`src/design/cs_store_pkg.sv`:
```
`timescale 1ns / 1ps

package cs_store_pkg;

  // Operation codes carried in the op field of a transaction.
  localparam logic [2:0] OP_INSERT  = 3'd0;
  localparam logic [2:0] OP_ATTACH  = 3'd1;
  localparam logic [2:0] OP_REMOVE  = 3'd2;
  localparam logic [2:0] OP_ADVANCE = 3'd3;
  localparam logic [2:0] OP_READ    = 3'd4;

  // Status codes reported with every result.
  localparam logic [1:0] ST_OK    = 2'd0;
  localparam logic [1:0] ST_FULL  = 2'd1;
  localparam logic [1:0] ST_NOCUR = 2'd2;

  // One command transaction.
  typedef struct packed {
    logic [2:0]  op;
    logic [31:0] entry_value;
  } cs_in_t;

  // One result transaction.
  typedef struct packed {
    logic [31:0] current_value;
    logic        has_current;
    logic [6:0]  item_count;
    logic [6:0]  cursor_pos;
    logic [1:0]  status;
  } cs_out_t;

endpackage

```
`src/design/cs_store_mem.sv`:
```
`timescale 1ns / 1ps

module cs_store_mem #(
  parameter int DEPTH  = 64,
  parameter int DATA_W = 32,
  localparam int AW    = (DEPTH > 1) ? $clog2(DEPTH) : 1
) (
  input  logic              clk_i,
  input  logic              we_i,
  input  logic [AW-1:0]     waddr_i,
  input  logic [DATA_W-1:0] wdata_i,
  input  logic [AW-1:0]     raddr_i,
  output logic [DATA_W-1:0] rdata_o
);

  logic [DATA_W-1:0] mem [DEPTH];
  logic [DATA_W-1:0] rdata_q;

  // Single write port.
  always_ff @(posedge clk_i) begin
    if (we_i) begin
      mem[waddr_i] <= wdata_i;
    end
  end

  // Single read port with registered data.
  always_ff @(posedge clk_i) begin
    rdata_q <= mem[raddr_i];
  end

  assign rdata_o = rdata_q;

endmodule

```
`src/design/cs_store_seq.sv`:
```
`timescale 1ns / 1ps

module cs_store_seq #(
  parameter int CAPACITY = 64,
  parameter int DATA_W   = 32,
  localparam int CW      = $clog2(CAPACITY + 1),
  localparam int AW      = (CAPACITY > 1) ? $clog2(CAPACITY) : 1
) (
  input  logic                  clk_i,
  input  logic                  rst_ni,
  input  logic                  start,
  input  cs_store_pkg::cs_in_t  item_i,
  output logic                  busy_o,
  output logic                  done_o,
  output cs_store_pkg::cs_out_t res_o,
  output logic                  mem_we_o,
  output logic [AW-1:0]         mem_waddr_o,
  output logic [DATA_W-1:0]     mem_wdata_o,
  output logic [AW-1:0]         mem_raddr_o,
  input  logic [DATA_W-1:0]     mem_rdata_i
);

  localparam logic [2:0] S_IDLE  = 3'd0;
  localparam logic [2:0] S_RD    = 3'd1;
  localparam logic [2:0] S_WR    = 3'd2;
  localparam logic [2:0] S_PUT   = 3'd3;
  localparam logic [2:0] S_FETCH = 3'd4;
  localparam logic [2:0] S_LOOK  = 3'd5;

  logic [2:0]        state_q, state_d;
  logic [CW-1:0]     cnt_q, cnt_d;
  logic [CW-1:0]     cur_q, cur_d;
  logic [CW-1:0]     idx_q, idx_d;
  logic [CW-1:0]     stop_q, stop_d;
  logic              dir_q, dir_d;
  logic [DATA_W-1:0] word_q, word_d;
  logic [1:0]        status_q, status_d;

  logic [CW-1:0]     nxt;
  logic [CW-1:0]     ins_pos;
  logic              valid;
  logic              full;

  // Shared index unit: steps down while opening a gap, up while closing one.
  assign nxt   = dir_q ? (idx_q - CW'(1)) : (idx_q + CW'(1));
  assign valid = (cur_q < cnt_q);
  assign full  = (cnt_q == CW'(CAPACITY));

  // Slot that a new word lands in for insert or attach.
  always_comb begin
    if (item_i.op == cs_store_pkg::OP_ATTACH) begin
      ins_pos = valid ? (cur_q + CW'(1)) : cnt_q;
    end else begin
      ins_pos = valid ? cur_q : '0;
    end
  end

  // Sequencer: decode, move words one at a time, place, then look up the cursor.
  always_comb begin
    state_d     = state_q;
    cnt_d       = cnt_q;
    cur_d       = cur_q;
    idx_d       = idx_q;
    stop_d      = stop_q;
    dir_d       = dir_q;
    word_d      = word_q;
    status_d    = status_q;
    mem_we_o    = 1'b0;
    mem_waddr_o = idx_q[AW-1:0];
    mem_wdata_o = mem_rdata_i;
    mem_raddr_o = nxt[AW-1:0];
    done_o      = 1'b0;
    unique case (state_q)
      S_IDLE: begin
        if (start) begin
          word_d   = DATA_W'(item_i.entry_value);
          status_d = cs_store_pkg::ST_OK;
          state_d  = S_FETCH;
          unique case (item_i.op)
            cs_store_pkg::OP_INSERT, cs_store_pkg::OP_ATTACH: begin
              if (full) begin
                status_d = cs_store_pkg::ST_FULL;
              end else begin
                cur_d   = ins_pos;
                stop_d  = ins_pos;
                idx_d   = cnt_q;
                dir_d   = 1'b1;
                state_d = (cnt_q > ins_pos) ? S_RD : S_PUT;
              end
            end
            cs_store_pkg::OP_REMOVE: begin
              if (!valid) begin
                status_d = cs_store_pkg::ST_NOCUR;
              end else if (cur_q != cnt_q - CW'(1)) begin
                idx_d   = cur_q;
                stop_d  = cnt_q - CW'(1);
                dir_d   = 1'b0;
                state_d = S_RD;
              end else begin
                cnt_d = cnt_q - CW'(1);
              end
            end
            cs_store_pkg::OP_ADVANCE: begin
              if (!valid) begin
                status_d = cs_store_pkg::ST_NOCUR;
              end else begin
                cur_d = cur_q + CW'(1);
              end
            end
            cs_store_pkg::OP_READ: begin
              if (!valid) begin
                status_d = cs_store_pkg::ST_NOCUR;
              end
            end
            default: begin
            end
          endcase
        end
      end
      S_RD: begin
        state_d = S_WR;
      end
      S_WR: begin
        mem_we_o = 1'b1;
        idx_d    = nxt;
        if (nxt != stop_q) begin
          state_d = S_RD;
        end else if (dir_q) begin
          state_d = S_PUT;
        end else begin
          cnt_d   = cnt_q - CW'(1);
          state_d = S_FETCH;
        end
      end
      S_PUT: begin
        mem_we_o    = 1'b1;
        mem_waddr_o = cur_q[AW-1:0];
        mem_wdata_o = word_q;
        cnt_d       = cnt_q + CW'(1);
        state_d     = S_FETCH;
      end
      S_FETCH: begin
        mem_raddr_o = cur_q[AW-1:0];
        state_d     = S_LOOK;
      end
      S_LOOK: begin
        done_o  = 1'b1;
        state_d = S_IDLE;
      end
      default: begin
        state_d = S_IDLE;
      end
    endcase
  end

  // Control state.
  always_ff @(posedge clk_i or negedge rst_ni) begin
    if (!rst_ni) begin
      state_q <= S_IDLE;
      cnt_q   <= '0;
      cur_q   <= '0;
    end else begin
      state_q <= state_d;
      cnt_q   <= cnt_d;
      cur_q   <= cur_d;
    end
  end

  // Working registers of the current transaction.
  always_ff @(posedge clk_i) begin
    idx_q    <= idx_d;
    stop_q   <= stop_d;
    dir_q    <= dir_d;
    word_q   <= word_d;
    status_q <= status_d;
  end

  assign busy_o = (state_q != S_IDLE);

  // Result fields, valid while the sequencer is in its lookup state.
  always_comb begin
    res_o.current_value = valid ? 32'(mem_rdata_i) : '0;
    res_o.has_current   = valid;
    res_o.item_count    = 7'(cnt_q);
    res_o.cursor_pos    = 7'(cur_q);
    res_o.status        = status_q;
  end

  // The cursor never passes the end of the stored words.
  a_cur_le_cnt: assert property (@(posedge clk_i) disable iff (!rst_ni)
    cur_q <= cnt_q) else $error("cursor beyond item count");

  // The count never exceeds the capacity.
  a_cnt_le_cap: assert property (@(posedge clk_i) disable iff (!rst_ni)
    cnt_q <= CW'(CAPACITY)) else $error("item count beyond capacity");

  // An accepted transaction makes the block busy on the next cycle.
  a_start_busy: assert property (@(posedge clk_i) disable iff (!rst_ni)
    (start && !busy_o) |=> busy_o) else $error("accepted transaction not started");

  // A result is followed by a return to idle.
  a_done_idle: assert property (@(posedge clk_i) disable iff (!rst_ni)
    done_o |=> !busy_o) else $error("sequencer not idle after result");

  // Memory writes happen only while moving or placing words.
  a_we_state: assert property (@(posedge clk_i) disable iff (!rst_ni)
    mem_we_o |-> (state_q == S_WR || state_q == S_PUT))
    else $error("memory write outside a move or place step");

endmodule

```
`src/design/cursor_sequence_store_core.sv`:
```
`timescale 1ns / 1ps

// Ordered store of up to CAPACITY words with a cursor marking the current word.
// Command channel: a transaction is taken at a rising edge with start high and
// busy low; item_i carries the op code and the word to place. Result channel:
// done_o is high for exactly one cycle and result_o holds the count, cursor,
// current word and status at that cycle; the receiver cannot stall it.
// Each command is executed by a small sequencer around one store with one write
// port and one read port. Opening or closing a gap moves one word at a time, a
// read and then a write per word, so busy stays high longer the more words a
// command moves. done_o rises in the same cycle that busy falls, and the next
// command may be taken while that result is shown. The longest command is an
// insert at the front of CAPACITY - 1 words, which moves every stored word.
// Reset clears the count and cursor and returns to idle; the stored words are
// not cleared, as words beyond the count never reach the result.
module cursor_sequence_store_core #(
  parameter int CAPACITY = 64,
  parameter int DATA_W   = 32
) (
  input  logic                  clk_i,
  input  logic                  rst_ni,
  input  logic                  start,
  output logic                  busy,
  input  cs_store_pkg::cs_in_t  item_i,
  output logic                  done_o,
  output cs_store_pkg::cs_out_t result_o
);

  localparam int AW = (CAPACITY > 1) ? $clog2(CAPACITY) : 1;

  logic                  mem_we;
  logic [AW-1:0]         mem_waddr;
  logic [DATA_W-1:0]     mem_wdata;
  logic [AW-1:0]         mem_raddr;
  logic [DATA_W-1:0]     mem_rdata;
  logic                  seq_done;
  cs_store_pkg::cs_out_t seq_res;
  logic                  done_q;
  cs_store_pkg::cs_out_t result_q;

  cs_store_seq #(
    .CAPACITY (CAPACITY),
    .DATA_W   (DATA_W)
  ) u_seq (
    .clk_i       (clk_i),
    .rst_ni      (rst_ni),
    .start       (start),
    .item_i      (item_i),
    .busy_o      (busy),
    .done_o      (seq_done),
    .res_o       (seq_res),
    .mem_we_o    (mem_we),
    .mem_waddr_o (mem_waddr),
    .mem_wdata_o (mem_wdata),
    .mem_raddr_o (mem_raddr),
    .mem_rdata_i (mem_rdata)
  );

  cs_store_mem #(
    .DEPTH  (CAPACITY),
    .DATA_W (DATA_W)
  ) u_mem (
    .clk_i   (clk_i),
    .we_i    (mem_we),
    .waddr_i (mem_waddr),
    .wdata_i (mem_wdata),
    .raddr_i (mem_raddr),
    .rdata_o (mem_rdata)
  );

  // Result strobe register.
  always_ff @(posedge clk_i or negedge rst_ni) begin
    if (!rst_ni) begin
      done_q <= 1'b0;
    end else begin
      done_q <= seq_done;
    end
  end

  // Result payload register, loaded when the sequencer finishes a transaction.
  always_ff @(posedge clk_i) begin
    if (seq_done) begin
      result_q <= seq_res;
    end
  end

  assign done_o   = done_q;
  assign result_o = result_q;

endmodule
```
`config.mk`:
```
export PLATFORM = sky130hd
export DESIGN_NAME = cursor_sequence_store_core
export DESIGN_NICKNAME = d
export VERILOG_FILES = /design/src/design/cs_store_pkg.sv /design/src/design/cs_store_mem.sv /design/src/design/cs_store_seq.sv /design/src/design/cursor_sequence_store_core.sv
export SDC_FILE = /design/constraint.sdc
export NUM_CORES = 2
export LEC_CHECK = 0
export ABC_AREA = 1
export ABC_CLOCK_PERIOD_IN_PS = 6950
export BUFFER_PORTS_ARGS = -buffer_cell sky130_fd_sc_hd__buf_4
export CAP_MARGIN = 20
export CORE_MARGIN = 1
export CORE_UTILIZATION = 45
export DETAILED_ROUTE_END_ITERATION = 10
export PLACE_DENSITY = 0.71
export RECOVER_POWER = 25
export SLEW_MARGIN = 25
export SYNTH_ARGS = -nofsm -noshare
export SYNTH_HDL_FRONTEND = slang
export SYNTH_SLANG_ARGS = --single-unit
```
`constraint.sdc`:
```
create_clock -name clk_i -period 6.95 [get_ports clk_i]
set_clock_uncertainty 0.05 [all_clocks]
set_input_delay 0.695 -clock clk_i [delete_from_list [all_inputs] [get_ports clk_i]]
set_output_delay 0.695 -clock clk_i [all_outputs]
set_load 0.01 [all_outputs]
```
==> impl_metrics.csv <==
group,metric,value,unit
hold_path,min_path_cells,3,
yosys,yosysTopAreaCellShare,74.4,%
die,die_y,441,um
yosys,ys_seq_area_share,75.7,%
sta,holdWs,0.162,ns
sta,hold_viol_final,0,
worst_setup_path,worstSetupStartpointType,"register",
clocking,cts_tree,"built",
die,fp.dieArea,194000,um2
global_route,grt_pass1_wl,357000,um
drt,ant_nets,0,
worst_setup_path,criticalPathCategory,"register to register",
worst_setup_path,critPathMaxFanout,64,
yosys,ys_ff_latch,2196,
yosys,synth_area_per_cell,13.7,um2
status,violations,"capacitance limit, slew limit",
place,io_buffers,88,
sta,final_max_slew_viol_count,810,
die,row_count,160,
drt,vias,56500,
die,design.core.area,191000,um2
finish,fillerInstances,15400,
global_route,grtUsageTotal,25.0,%
yosys,ys_warn_count,0,
place,gp_congestion,0.951,
sta,relSlewSlack,-178,%
die,start_util,45.4,%
yosys,synth_area,86600,um2
yosys,synth_area_leaders,"edfxtp_1 (74%), o21ai_0 (5.7%), nor2_1 (4.8%), o221ai_1 (2.5%), o211ai_1 (2.4%)",
hold_path,min_path_type,"primary input to register",
drt,first_iter_violations,8225,
finish,fin_nets,6437,
drt,dr.pass1.iters,6,
yosys,yosysUniqueCellTypes,44,
worst_setup_path,r2r-end,"u_mem.mem[25][6]$_DFFE_PP_",
sta,setup_violations,0,
yosys,syn_inst,6331,
clocking,clockRootBuffer,"clkbuf_16",
sta,tightest_slew,4.17,ns
worst_setup_path,arrival,5.99,ns
yosys,syn_nets,6392,
clocking,cts_sinks,2196,
global_route,grt_max_degree,186,
place,place_inst,8633,
clocking,clockBufferDepth,3,
clocking,cts_hold_buf,33,
global_route,antenna_found_initial,4,
sta,rsz0062_at_grt,"no",
clocking,path_clk_slew,0.06,ns
status,outcome,"finished with violations",
global_route,globalRouteOverflowTotal,0,
clocking,cts-htree-levels,4,
worst_setup_path,critPathCaptureType,"register",
drt,drcViolationCount,0,
worst_setup_path,worstReg2RegStart,"u_seq.state_q[1]$_DFFE_PN0N_",
sta,min_period,6.02,ns
drt,viasPerCell,6.23,
hold_path,hp-start,"start",
hold_path,min_to,"u_seq.state_q[2]$_DFFE_PN0N_",
yosys,async_flop_share,0.820,%
worst_setup_path,rr_worst_depth,9,
yosys,synth_edf_count,2146,
finish,area_growth,13.5,%
worst_setup_path,cp.required,6.92,ns
sta,fmax,166,MHz
yosys,yosysTopAreaCell,"edfxtp_1",
finish,drive_gt1_share,9.16,%
clocking,clock_latency,0.85,ns
place,hpwl,138000,um
drt,routed_wl,248000,um
clocking,cts_buffers,207,
clocking,post_cts_buffers,0,
yosys,yosys.cell_count.top_type,"edfxtp_1",
sta,tns,0,ns
yosys,synth_common_cells,"edfxtp_1 (2146), nor2_1 (1105), o21ai_0 (982)",
finish,finalNonFillerCells,9068,
worst_setup_path,r2r_slack,0.93,ns
yosys,synth_ff_type,"edfxtp_1",
run,maxCapViolations,14,
die,die_x,441,um
drt,wl_per_cell,27.4,um
clocking,cts_resized,0,
sta,timing.final.crit_share,86.6,%
global_route,grt_pass1_vias,52500,
die,ios,89,
==> layout by cell type (no fill, tap or decap), drive strengths merged, types with 7 or more instances in the layout <==
cell / netlist / layout
o221ai: 244 / 244
o21bai: 50 / 50
nand4: 7 / 7
edfxtp: 2146 / 2146
inv: 105 / 113
or2: 7 / 7
ha: 22 / 22
bufinv: 0 / 15
dfrtp: 18 / 18
buf: 189 / 165
nor3: 9 / 9
nor2: 1108 / 1108
o211ai: 271 / 271
a21oi: 29 / 29
o21ai: 1110 / 1110
nand2: 178 / 178
clkbuf: 273 / 370
dlygate4sd3: 0 / 33
nand3: 269 / 269
clkinv: 3 / 90
o22ai: 219 / 219
xor2: 18 / 18
dfxtp: 32 / 32
==> state kept, by name, indices dropped and copies added, names as in the netlist <==
signal and count:
u_seq.state_q 3, u_mem.mem 2048, done_o 1, result_o 49
u_seq.cur_q 7, u_mem.rdata_o 32, u_seq.word_q 32, u_seq.stop_q 7
u_seq.dir_q 1, u_seq.cnt_q 7, u_seq.status_q 2, u_seq.idx_q 7
==> how the worst max path moves through the flow <==
stage / startpoint / end / slack [ns] / depth (start not counted)
after floorplan: u_seq.state_q[1]$_DFFE_PN0N_ / u_mem.mem[32][0]$_DFFE_PP_ / 1.73 / 11
after global placement: u_seq.state_q[1]$_DFFE_PN0N_ / u_mem.mem[16][20]$_DFFE_PP_ / 1.90 / 12
after detailed placement: u_seq.state_q[1]$_DFFE_PN0N_ / u_mem.mem[24][30]$_DFFE_PP_ / 1.99 / 13
after CTS: u_seq.state_q[1]$_DFFE_PN0N_ / u_mem.mem[24][30]$_DFFE_PP_ / 1.95 / 13
after global routing: u_seq.state_q[1]$_DFFE_PN0N_ / u_mem.mem[25][6]$_DFFE_PP_ / 0.88 / 9
final: u_seq.state_q[1]$_DFFE_PN0N_ / u_mem.mem[25][6]$_DFFE_PP_ / 0.93 / 9
==> metal layers <==
metal | global-route usage [%] | vias to the layer above | wire (um)
li1 | - | 24200 | -
met1 | 34.2 | 28200 | 94800
met2 | 37.9 | 3564 | 113000
met3 | 5.85 | 499 | 28100
met4 | 11.6 | 0 | 11800
met5 | 0 | - | 0
==> metrics by stage <==
step,instance area (um2),utilization [%],worst slack [ns]
after detailed placement,91400,48.0,1.99
after CTS,98300,51.6,1.95
after global routing,98300,51.6,0.882
after global placement,90500,47.5,1.90
after floorplan,86600,-,1.73
final,98300,51.6,0.930
==> critical path: stages, from the launching register on <==
cell and delay (ns):
dfrtp_1 0.37, inv_1 0.09, nor2_1 0.10, clkbuf_1 0.45, inv_1 0.18, nor2_4 0.12
buf_4 0.46, nand2_1 0.20, o21ai_4 0.09, clkbuf_1 2.91
==> final cells by class <==
| cell class | instances | area [um2] | share of cell area [%] |
|---|---|---|---|
| inverter | 108 | 432 | 0.439 |
| tap | 2511 | 3140 | 3.20 |
| multi-input combinational | 3565 | 19500 | 19.8 |
| timing repair buffer | 298 | 3130 | 3.18 |
| sequential | 2196 | 65500 | 66.7 |
| antenna | 4 | 10.0 | 0.0102 |
| clock buffer | 270 | 5540 | 5.64 |
| clock inverter | 116 | 1020 | 1.03 |
==> kinds of logic (layout without fill, tap and decap cells) <==
family / Yosys count / in the layout / share of synthesized area [%]
compound gates: 1929 / 1929 / 13.5
xor+xnor: 24 / 24 / 0.259
fa+ha+maj: 23 / 23 / 0.341
buf+inv: 570 / 792 / 2.77
flops: 2196 / 2196 / 75.7
mux: 2 / 2 / 0.0231
other cells: 0 / 4 / 0
simple gates: 1587 / 1587 / 7.37
Power is not shown: default switching activity piles up to over one toggle a cycle in this logic, so the estimate is an artifact.
